[src/design/hcbd_pkg.sv]
// ----------------------------------------------------------------------------
// hcbd_pkg
// Shared types and constants of the chunked body decoder: character codes,
// result kinds and the classified byte that travels from front to back.
// ----------------------------------------------------------------------------
package hcbd_pkg;

  // Default width of the chunk size counter.
  localparam int unsigned SIZE_BITS_DEF = 32;

  // Depth of the queue between front and back, and its index width.
  localparam int unsigned QUEUE_DEPTH = 2;
  localparam int unsigned QUEUE_AW    = 1;

  // Character codes.
  localparam logic [7:0] CH_CR     = 8'h0D;
  localparam logic [7:0] CH_LF     = 8'h0A;
  localparam logic [7:0] CH_ZERO   = 8'h30;
  localparam logic [7:0] CH_NINE   = 8'h39;
  localparam logic [7:0] CH_LO_A   = 8'h61;
  localparam logic [7:0] CH_LO_F   = 8'h66;
  localparam logic [7:0] CH_UP_A   = 8'h41;
  localparam logic [7:0] CH_UP_F   = 8'h46;
  // Offsets that map a letter digit straight onto its value (letter - 10).
  localparam logic [7:0] LO_OFFSET = 8'h57;
  localparam logic [7:0] UP_OFFSET = 8'h37;

  // Kind of a result transfer.
  typedef enum logic [1:0] {
    KIND_DATA  = 2'd0,
    KIND_DONE  = 2'd1,
    KIND_ERROR = 2'd2
  } kind_e;

  // One input byte after classification by the front.
  typedef struct packed {
    logic [7:0] data;
    logic       sob;
    logic       is_hex;
    logic [3:0] hex_val;
    logic       is_cr;
    logic       is_lf;
  } cls_t;

endpackage

[src/design/hcbd_if.sv]
// ----------------------------------------------------------------------------
// hcbd_in_if / hcbd_out_if
// Valid/ready channels of the chunked body decoder: raw body bytes in,
// payload bytes and status results out.
// ----------------------------------------------------------------------------
interface hcbd_in_if;
  logic       valid;
  logic       ready;
  logic [7:0] data_byte;
  logic       start_of_body;

  modport source (output valid, output data_byte, output start_of_body, input ready);
  modport sink   (input valid, input data_byte, input start_of_body, output ready);
endinterface

interface hcbd_out_if;
  logic       valid;
  logic       ready;
  logic [7:0] out_byte;
  logic [1:0] result_kind;

  modport source (output valid, output out_byte, output result_kind, input ready);
  modport sink   (input valid, input out_byte, input result_kind, output ready);
endinterface

[src/design/hcbd_front.sv]
// ----------------------------------------------------------------------------
// hcbd_front
// Accepts raw body bytes and classifies each one (hex digit and its value,
// CR, LF) before it is queued for the parser.
// ----------------------------------------------------------------------------
module hcbd_front (
  hcbd_in_if.sink        in_i,
  output logic           push_valid_o,
  output hcbd_pkg::cls_t push_item_o,
  input  logic           push_ready_i
);

  logic [7:0] c;
  logic       is_dec;
  logic       is_lo;
  logic       is_up;

  assign c = in_i.data_byte;

  // Character ranges.
  assign is_dec = (c >= hcbd_pkg::CH_ZERO) && (c <= hcbd_pkg::CH_NINE);
  assign is_lo  = (c >= hcbd_pkg::CH_LO_A) && (c <= hcbd_pkg::CH_LO_F);
  assign is_up  = (c >= hcbd_pkg::CH_UP_A) && (c <= hcbd_pkg::CH_UP_F);

  // Build the classified item.
  always_comb begin
    push_item_o.data    = c;
    push_item_o.sob     = in_i.start_of_body;
    push_item_o.is_hex  = is_dec | is_lo | is_up;
    push_item_o.is_cr   = (c == hcbd_pkg::CH_CR);
    push_item_o.is_lf   = (c == hcbd_pkg::CH_LF);
    if (is_dec) begin
      push_item_o.hex_val = 4'(c - hcbd_pkg::CH_ZERO);
    end else if (is_lo) begin
      push_item_o.hex_val = 4'(c - hcbd_pkg::LO_OFFSET);
    end else if (is_up) begin
      push_item_o.hex_val = 4'(c - hcbd_pkg::UP_OFFSET);
    end else begin
      push_item_o.hex_val = 4'd0;
    end
  end

  // A transfer is taken whenever the queue has room.
  assign push_valid_o = in_i.valid;
  assign in_i.ready   = push_ready_i;

endmodule

[src/design/hcbd_queue.sv]
// ----------------------------------------------------------------------------
// hcbd_queue
// Two-entry queue of classified bytes between the front and the parser, so
// that each side can stall on its own.
// ----------------------------------------------------------------------------
module hcbd_queue (
  input  logic           clk_i,
  input  logic           rst_ni,
  input  logic           push_valid_i,
  input  hcbd_pkg::cls_t push_item_i,
  output logic           push_ready_o,
  output logic           pop_valid_o,
  input  logic           pop_ready_i,
  output hcbd_pkg::cls_t pop_item_o
);

  localparam int unsigned CW = hcbd_pkg::QUEUE_AW + 1;

  hcbd_pkg::cls_t                    mem_q [hcbd_pkg::QUEUE_DEPTH];
  logic [hcbd_pkg::QUEUE_AW-1:0]     wr_ptr_q, wr_ptr_d;
  logic [hcbd_pkg::QUEUE_AW-1:0]     rd_ptr_q, rd_ptr_d;
  logic [CW-1:0]                     count_q, count_d;
  logic                              push;
  logic                              pop;

  assign push_ready_o = (count_q != CW'(hcbd_pkg::QUEUE_DEPTH));
  assign pop_valid_o  = (count_q != '0);
  assign pop_item_o   = mem_q[rd_ptr_q];

  assign push = push_valid_i && push_ready_o;
  assign pop  = pop_valid_o && pop_ready_i;

  // Pointer and fill bookkeeping.
  always_comb begin
    wr_ptr_d = push ? wr_ptr_q + 1'b1 : wr_ptr_q;
    rd_ptr_d = pop  ? rd_ptr_q + 1'b1 : rd_ptr_q;
    count_d  = count_q;
    if (push && !pop) begin
      count_d = count_q + 1'b1;
    end else if (pop && !push) begin
      count_d = count_q - 1'b1;
    end
  end

  always_ff @(posedge clk_i or negedge rst_ni) begin
    if (!rst_ni) begin
      wr_ptr_q <= '0;
      rd_ptr_q <= '0;
      count_q  <= '0;
    end else begin
      wr_ptr_q <= wr_ptr_d;
      rd_ptr_q <= rd_ptr_d;
      count_q  <= count_d;
    end
  end

  // Storage.
  always_ff @(posedge clk_i) begin
    if (push) begin
      mem_q[wr_ptr_q] <= push_item_i;
    end
  end

endmodule

[src/design/hcbd_back.sv]
// ----------------------------------------------------------------------------
// hcbd_back
// Chunk parser: walks the size line, the payload and the line breaks, and
// drives the result channel from an output register.
// ----------------------------------------------------------------------------
module hcbd_back #(
  parameter int unsigned SIZE_BITS = hcbd_pkg::SIZE_BITS_DEF
) (
  input  logic            clk_i,
  input  logic            rst_ni,
  input  logic            pop_valid_i,
  output logic            pop_ready_o,
  input  hcbd_pkg::cls_t  pop_item_i,
  hcbd_out_if.source      out_o
);

  typedef enum logic [7:0] {
    PH_SIZE    = 8'b0000_0001,
    PH_EXT     = 8'b0000_0010,
    PH_SIZE_LF = 8'b0000_0100,
    PH_DATA    = 8'b0000_1000,
    PH_SKIP    = 8'b0001_0000,
    PH_FINAL   = 8'b0010_0000,
    PH_DONE    = 8'b0100_0000,
    PH_ERROR   = 8'b1000_0000
  } phase_e;

  localparam logic [SIZE_BITS-1:0] REM_ONE = SIZE_BITS'(1);

  phase_e                phase_q, phase_d, phase_cur;
  logic [SIZE_BITS-1:0]  rem_q, rem_d, rem_cur;
  logic                  seen_q, seen_d, seen_cur;
  logic                  skip_q, skip_d, skip_cur;

  logic                  out_valid_q, out_valid_d;
  logic [7:0]            out_byte_q, out_byte_d;
  hcbd_pkg::kind_e       out_kind_q, out_kind_d;

  logic                  pop;
  logic                  emit;
  logic                  fail;
  hcbd_pkg::kind_e       emit_kind;
  logic [7:0]            emit_byte;

  // An item leaves the queue whenever the output register is free or drains.
  assign pop_ready_o = !out_valid_q || out_o.ready;
  assign pop         = pop_valid_i && pop_ready_o;

  // Start of body restarts the size line before the byte is parsed.
  always_comb begin
    if (pop_item_i.sob) begin
      phase_cur = PH_SIZE;
      rem_cur   = '0;
      seen_cur  = 1'b0;
      skip_cur  = 1'b0;
    end else begin
      phase_cur = phase_q;
      rem_cur   = rem_q;
      seen_cur  = seen_q;
      skip_cur  = skip_q;
    end
  end

  // Parser step for one byte.
  always_comb begin
    phase_d   = phase_q;
    rem_d     = rem_q;
    seen_d    = seen_q;
    skip_d    = skip_q;
    emit      = 1'b0;
    fail      = 1'b0;
    emit_kind = hcbd_pkg::KIND_DATA;
    emit_byte = 8'd0;
    if (pop) begin
      phase_d = phase_cur;
      rem_d   = rem_cur;
      seen_d  = seen_cur;
      skip_d  = skip_cur;
      case (phase_cur)
        PH_SIZE: begin
          if (pop_item_i.is_hex) begin
            if (rem_cur[SIZE_BITS-1 -: 4] != 4'd0) begin
              fail = 1'b1;
            end else begin
              rem_d  = {rem_cur[SIZE_BITS-5:0], pop_item_i.hex_val};
              seen_d = 1'b1;
            end
          end else if (!seen_cur) begin
            fail = 1'b1;
          end else begin
            phase_d = pop_item_i.is_cr ? PH_SIZE_LF : PH_EXT;
          end
        end
        PH_EXT: begin
          if (pop_item_i.is_cr) begin
            phase_d = PH_SIZE_LF;
          end
        end
        PH_SIZE_LF: begin
          if (pop_item_i.is_lf) begin
            skip_d  = 1'b0;
            phase_d = (rem_cur == '0) ? PH_FINAL : PH_DATA;
          end else if (!pop_item_i.is_cr) begin
            phase_d = PH_EXT;
          end
        end
        PH_DATA: begin
          rem_d     = rem_cur - REM_ONE;
          emit      = 1'b1;
          emit_byte = pop_item_i.data;
          if (rem_cur == REM_ONE) begin
            phase_d = PH_SKIP;
            skip_d  = 1'b0;
          end
        end
        PH_SKIP: begin
          // The two bytes after the payload are skipped unchecked.
          if (!skip_cur) begin
            skip_d = 1'b1;
          end else begin
            phase_d = PH_SIZE;
            rem_d   = '0;
            seen_d  = 1'b0;
            skip_d  = 1'b0;
          end
        end
        PH_FINAL: begin
          if (!skip_cur) begin
            if (!pop_item_i.is_cr) begin
              fail = 1'b1;
            end else begin
              skip_d = 1'b1;
            end
          end else if (!pop_item_i.is_lf) begin
            fail = 1'b1;
          end else begin
            phase_d   = PH_DONE;
            skip_d    = 1'b0;
            emit      = 1'b1;
            emit_kind = hcbd_pkg::KIND_DONE;
          end
        end
        default: begin
          // Done or error: bytes are dropped until the next start of body.
        end
      endcase
      if (fail) begin
        phase_d   = PH_ERROR;
        emit      = 1'b1;
        emit_kind = hcbd_pkg::KIND_ERROR;
        emit_byte = 8'd0;
      end
    end
  end

  // Output register next values.
  always_comb begin
    out_valid_d = out_valid_q;
    out_byte_d  = out_byte_q;
    out_kind_d  = out_kind_q;
    if (pop && emit) begin
      out_valid_d = 1'b1;
      out_byte_d  = emit_byte;
      out_kind_d  = emit_kind;
    end else if (out_o.ready) begin
      out_valid_d = 1'b0;
    end
  end

  always_ff @(posedge clk_i or negedge rst_ni) begin
    if (!rst_ni) begin
      phase_q     <= PH_SIZE;
      rem_q       <= '0;
      seen_q      <= 1'b0;
      skip_q      <= 1'b0;
      out_valid_q <= 1'b0;
    end else begin
      phase_q     <= phase_d;
      rem_q       <= rem_d;
      seen_q      <= seen_d;
      skip_q      <= skip_d;
      out_valid_q <= out_valid_d;
    end
  end

  always_ff @(posedge clk_i) begin
    out_byte_q <= out_byte_d;
    out_kind_q <= out_kind_d;
  end

  assign out_o.valid       = out_valid_q;
  assign out_o.out_byte    = out_byte_q;
  assign out_o.result_kind = out_kind_q;

endmodule

[src/design/http_chunked_body_decoder_unit.sv]
// The decoder takes one byte of a chunked HTTP body per clock while the
// output is not stalled and returns only the payload bytes, then a
// completion result after the closing empty line, or an error result on an
// empty or overflowing size line or a bad closing line break, after which
// it drops bytes until the next start of body. Each accepted byte gives at
// most one result; the byte passes through the queue into the parser, and
// the result is presented on the output from the output register. The
// parser's step in the back stage is combinational; a two-entry queue
// between the classifying front and the parser keeps input transfers
// flowing while a finished result waits at the output register.
// ----------------------------------------------------------------------------
// http_chunked_body_decoder_unit
// Top level of the chunked transfer decoder: front classifier, queue and
// parser back end.
// ----------------------------------------------------------------------------
module http_chunked_body_decoder_unit #(
  parameter int unsigned SIZE_BITS = hcbd_pkg::SIZE_BITS_DEF
) (
  input  logic       clk_i,
  input  logic       rst_ni,
  hcbd_in_if.sink    in_i,
  hcbd_out_if.source out_o
);

  logic           push_valid;
  logic           push_ready;
  hcbd_pkg::cls_t push_item;
  logic           pop_valid;
  logic           pop_ready;
  hcbd_pkg::cls_t pop_item;

  // Byte classification.
  hcbd_front u_front (
    .in_i         (in_i),
    .push_valid_o (push_valid),
    .push_item_o  (push_item),
    .push_ready_i (push_ready)
  );

  // Decoupling queue.
  hcbd_queue u_queue (
    .clk_i        (clk_i),
    .rst_ni       (rst_ni),
    .push_valid_i (push_valid),
    .push_item_i  (push_item),
    .push_ready_o (push_ready),
    .pop_valid_o  (pop_valid),
    .pop_ready_i  (pop_ready),
    .pop_item_o   (pop_item)
  );

  // Chunk parser and result register.
  hcbd_back #(
    .SIZE_BITS (SIZE_BITS)
  ) u_back (
    .clk_i       (clk_i),
    .rst_ni      (rst_ni),
    .pop_valid_i (pop_valid),
    .pop_ready_o (pop_ready),
    .pop_item_i  (pop_item),
    .out_o       (out_o)
  );

endmodule

[src/flat_wrapper.sv]
// flat-port wrapper written by rule: the top's interface ports become plain ports
module http_chunked_body_decoder_unit_flat 
#(
  parameter int unsigned SIZE_BITS = hcbd_pkg::SIZE_BITS_DEF
)
  (clk_i, rst_ni, in_i_valid, in_i_data_byte, in_i_start_of_body, in_i_ready, out_o_valid, out_o_out_byte, out_o_result_kind, out_o_ready);
  hcbd_in_if in_i_i ();
  hcbd_out_if out_o_i ();
  input  logic clk_i;
  input  logic rst_ni;
  input wire logic [$bits(in_i_i.valid)-1:0] in_i_valid;
  input wire logic [$bits(in_i_i.data_byte)-1:0] in_i_data_byte;
  input wire logic [$bits(in_i_i.start_of_body)-1:0] in_i_start_of_body;
  output wire logic [$bits(in_i_i.ready)-1:0] in_i_ready;
  output wire logic [$bits(out_o_i.valid)-1:0] out_o_valid;
  output wire logic [$bits(out_o_i.out_byte)-1:0] out_o_out_byte;
  output wire logic [$bits(out_o_i.result_kind)-1:0] out_o_result_kind;
  input wire logic [$bits(out_o_i.ready)-1:0] out_o_ready;
  assign in_i_i.valid = in_i_valid;
  assign in_i_i.data_byte = in_i_data_byte;
  assign in_i_i.start_of_body = in_i_start_of_body;
  assign in_i_ready = in_i_i.ready;
  assign out_o_valid = out_o_i.valid;
  assign out_o_out_byte = out_o_i.out_byte;
  assign out_o_result_kind = out_o_i.result_kind;
  assign out_o_i.ready = out_o_ready;
  http_chunked_body_decoder_unit #(.SIZE_BITS(SIZE_BITS)) u_core (.clk_i(clk_i), .rst_ni(rst_ni), .in_i(in_i_i), .out_o(out_o_i));
endmodule
[config.mk]
export PLATFORM = sky130hd
export DESIGN_NAME = http_chunked_body_decoder_unit_flat
export DESIGN_NICKNAME = d
export VERILOG_FILES = /design/src/design/hcbd_pkg.sv /design/src/design/hcbd_if.sv /design/src/design/hcbd_front.sv /design/src/design/hcbd_queue.sv /design/src/design/hcbd_back.sv /design/src/design/http_chunked_body_decoder_unit.sv /design/src/flat_wrapper.sv
export SDC_FILE = /design/constraint.sdc
export NUM_CORES = 1
export LEC_CHECK = 0
export BUFFER_PORTS_ARGS = -buffer_cell sky130_fd_sc_hd__buf_4
export CAP_MARGIN = 10
export CORE_UTILIZATION = 25
export CTS_CLUSTER_SIZE = 10
export DETAILED_ROUTE_END_ITERATION = 10
export GPL_ROUTABILITY_DRIVEN = 0
export HOLD_SLACK_MARGIN = 0.12
export SETUP_SLACK_MARGIN = 0.3
export SLEW_MARGIN = 20
export SYNTH_ARGS = -nofsm -noshare
export SYNTH_HDL_FRONTEND = slang
export SYNTH_SLANG_ARGS = --single-unit
[constraint.sdc]
create_clock -name clk_i -period 4 [get_ports clk_i]
set_clock_uncertainty 0.05 [all_clocks]
set_input_delay 0.4 -clock clk_i [delete_from_list [all_inputs] [get_ports clk_i]]
set_output_delay 0.4 -clock clk_i [all_outputs]
set_load 0.005 [all_outputs]
==> metrics.md <==
| Metric | Value |
|---|---|
| Mux cell area share after synthesis | 3.678% |
| Synth top area share | 23.46% |
| Seq/Total Area, Yosys | 45.37% |
| Antenna-violating nets left | 0 |
| Die area | 22090 µm² |
| Asr flop ratio synth | 52.81% |
| Total number of vias | 4628 |
| Yosys warnings | 0 |
| DR WL/cell | 17.54 µm |
| Setup CP Type | flip-flop to flip-flop |
| Drt drc | 0 |
| Mapped Area | 5375 µm² |
| Crit path capture type | flip-flop |
| Mapped Cells | 566 |
| Die Y | 148.6 µm |
| CP most frequent cell | nand2_1 |
| Final Worst Setup Slack | 0.8899 ns |
| Synth-to-Final Area Change | 13.64% |
| Final Critical Period | 3.110 ns |
| Required @ worst endpoint | between 4 and 5 ns |
| Reg clk slew, reported paths | around 0.06 ns |
| Top FF cell, synth | dfrtp_1 |
| Worst EP arrival | 3.26 ns |
| Number of setup buffers added after CTS | 0 |
| Largest area contributor in the netlist | edfxtp_1 |
| PwrDens | slightly below 700 nW/µm² |
| Initial core utilization | 25.57% |
| CP cell instances | mux2i_4 > nand2_1 > ha_1 > nand2_1 > nor4_2 > a21oi_1 > o311ai_0 > o21ai_0 |
| Largest stage delay, worst path | ~0.55 ns |
| Max-slew violations | 0 |
| Final setup TNS | 0 ns |
| Status | finished clean |
| CP Launch Type | flip-flop |
| Pre-CTS setup slack | 0.9705 ns |
| Routed vias/inst | 5.407 |
| Worst-margin pin slew | 0.9447 ns |
| Max cap viols | 0 |
| Dpl hpwl | ~10000 µm |
| Distinct cell type count after synthesis | 74 |
| # IOs | 25 |
| Router iterations before antenna repair | 5 |
| Number of DRC markers in iteration 0 | a little under 400 |
| Final Cycle Share | 77.75% |
| Row count | 53 |
| Port bufs | 24 |
| XOR/XNOR Fraction of Synth Area | ~1.8% |
| Largest net degree at the start of global routing | 48 |
| Longest Clk Path Bufs | 2 |
| Rel. slew slack | between 30% and 40% |
| Sink Count | just under 90 |
| Die X | 148.6 µm |
| Layout cells sized above 1 | 12.39% |
| Gr usage total | 14.31% |
| Synth Area in Simple Gates | 23.25% |
| Clk Tree Root Cell | clkbuf_16 |
| WL final | 15010 µm |
| Core ar. | ~21000 µm² |
| Final setup violation count | 0 |
| Initial antenna violation count | 0 |
| Worst skew pair latency | 0.36 ns |
| Peak VDD IR | 0.3215 mV |
| Leakage Power | 2.332 nW |
| CTS tree | done |
| Slowest-stage cell, CP | dfrtp_1 |
| Global route overflow | 0 |
| ANT cells | 0 |
| Worst hold path type | input pin to flip-flop |
| CTS Buf Count | 9 |
| Syn_nets | between 500 and 600 |
| Yosys reg bits | 89 |
| First-pass GRT wire length | 24440 µm |
| Final hold violation count | 0 |
| RSZ-0062 raised after global routing | no |
| Largest family of logic cells by synthesized area | simple AND/OR/NAND/NOR gates |
| Vias in the first global route | between 4000 and 5000 |
| Number of enable flip-flop cells after synthesis | 42 |
| Synth Area in Compound Gates | 20.34% |
| Synth top area cells | edfxtp_1, dfrtp_1, nand2_1 |
| H-tree levels | 3 |
| Avg Cell Area, Syn | 9.497 µm² |
| Layout net count | 596 |
| Fmax achieved | 0.3215 GHz |
| Worst-path fanout max | 26 |
| Post-synthesis adder-cell area fraction | roughly 1.6% |
## through the flow
stage                     util (%)  instance area (µm²)  total power [W]  instances  hold WS [ns]
after floorplan                  -                 5375         0.002794        566       0.05441
after global placement       27.71                 5824         0.003379        839        0.4295
after detailed placement     27.71                 5824         0.003372        839        0.4240
after CTS                    29.05                 6107         0.004179        856        0.1716
after global routing         29.06                 6108         0.004433        856        0.1717
final                        29.06                 6108         0.004179        856        0.1818
## cell type report
type,count,area [µm²]
fill,2178,14910
multi-input combinational,427,2735
sequential,89,2439
tap,275,344.1
timing repair buffer,35,265.3
clock buffer,10,229.0
inverter,14,52.55
clock inverter,6,43.79
## Yosys cell counts, drive strengths merged, types with 3 or more instances
library cell	number
a32o	5
edfxtp	42
a31oi	8
nand4	11
a211oi	3
a32oi	5
a21oi	32
a21o	3
xor2	8
nand2	61
o211ai	20
o21ai	36
and3	6
and4b	3
o22ai	4
a31o	3
clkbuf	22
nor2	58
and4	3
a22oi	7
nand2b	10
nor3	21
or4	3
xnor2	3
dfrtp	46
nor3b	4
nor4	13
nor4b	5
mux2	3
or3	4
nand3	22
o311ai	5
ha	7
inv	14
a2111oi	3
a22o	3
mux2i	16
buf	14
nor2b	3
## what timing repair did
action / 4_1_cts / 5_1_grt
hold endpoints to repair: 46 / 0
hold buffers: 1 / 0
setup endpoints to repair: 0 / 0
gates resized for setup: 0 / 0
## report_power, final
group / internal (W) / switching (W) / leakage [nW] / total, W
Sequential: 0.00121 / 0.000269 / 1.02 / 0.00148
Clock: 0.000423 / 0.000371 / 0.133 / 0.000794
Combinational: 0.000663 / 0.00124 / 1.18 / 0.00190
Total: 0.00230 / 0.00188 / 2.33 / 0.00418
## cell families (layout without fill, tap and decap cells)
logic type | count (synthesis) | count (layout)
simple gates | 231 | 231
fa+ha+maj | 7 | 7
compound gates | 159 | 159
flops | 89 | 89
mux | 19 | 19
xor+xnor | 11 | 11
buf+inv | 50 | 65
## placed cells by master (no fill, tap or decap), types with 13 or more instances in the layout
master / netlist / routed
nor3_1: 20 / 20
nor2_1: 58 / 58
nand2_1: 61 / 61
dfrtp_1: 46 / 46
mux2i_1: 15 / 15
inv_1: 13 / 13
o21ai_0: 29 / 29
nand3_1: 22 / 22
a21oi_1: 32 / 32
buf_4: 1 / 34
edfxtp_1: 42 / 42
o211ai_1: 20 / 20
## state kept, by name, indices dropped and copies added (netlist names)
signal and flops:
u_core.u_queue.wr_ptr_q 1, u_core.u_back.rem_q 32, u_core.u_queue.mem_q 32, u_core.u_back.out_o.out_byte 8
u_core.u_back.out_o.result_kind 2, u_core.u_back.out_o.valid 1, u_core.u_back.skip_q 1, u_core.u_back.seen_q 1
u_core.u_queue.rd_ptr_q 1, u_core.u_back.phase_q 8, u_core.u_queue.count_q 2
## routing by layer
metal | wire, µm | vias up | track usage, %
met5 | 0 | - | 0
met4 | 313 | 0 | 6.082
met3 | 1117 | 22 | 3.650
met2 | 6946 | 196 | 22.03
met1 | 6635 | 2245 | 18.92
li1 | - | 2165 | -
## path summary, 6_finish.rpt
check	to	depth (start not counted)	startpoint	slack, ns
hold reg to reg	u_core.u_queue.wr_ptr_q	1	u_core.u_queue.wr_ptr_q	0.45
max in group asynchronous	u_core.u_back.rem_q[25]	2	rst_ni	2.90
setup reg to reg	u_core.u_back.rem_q[20]	8	u_core.u_queue.rd_ptr_q	0.89
setup / recovery	u_core.u_back.rem_q[20]	8	u_core.u_queue.rd_ptr_q	0.89
min in group asynchronous	u_core.u_back.phase_q[7]	2	rst_ni	0.54
hold / removal	u_core.u_queue.mem_q[1][7]	1	in_i_start_of_body	0.18
## worst max-delay path: cells and delay by family (launching register included)
kind | cells | cell delay [ns]
muxes | 1 | 0.42
AOI/OAI and AO/OA | 3 | 0.57
and+or+nand+nor | 3 | 0.95
adders and majority gates | 1 | 0.42
DFF | 1 | 0.55
Power figures use the tool's default switching activity.
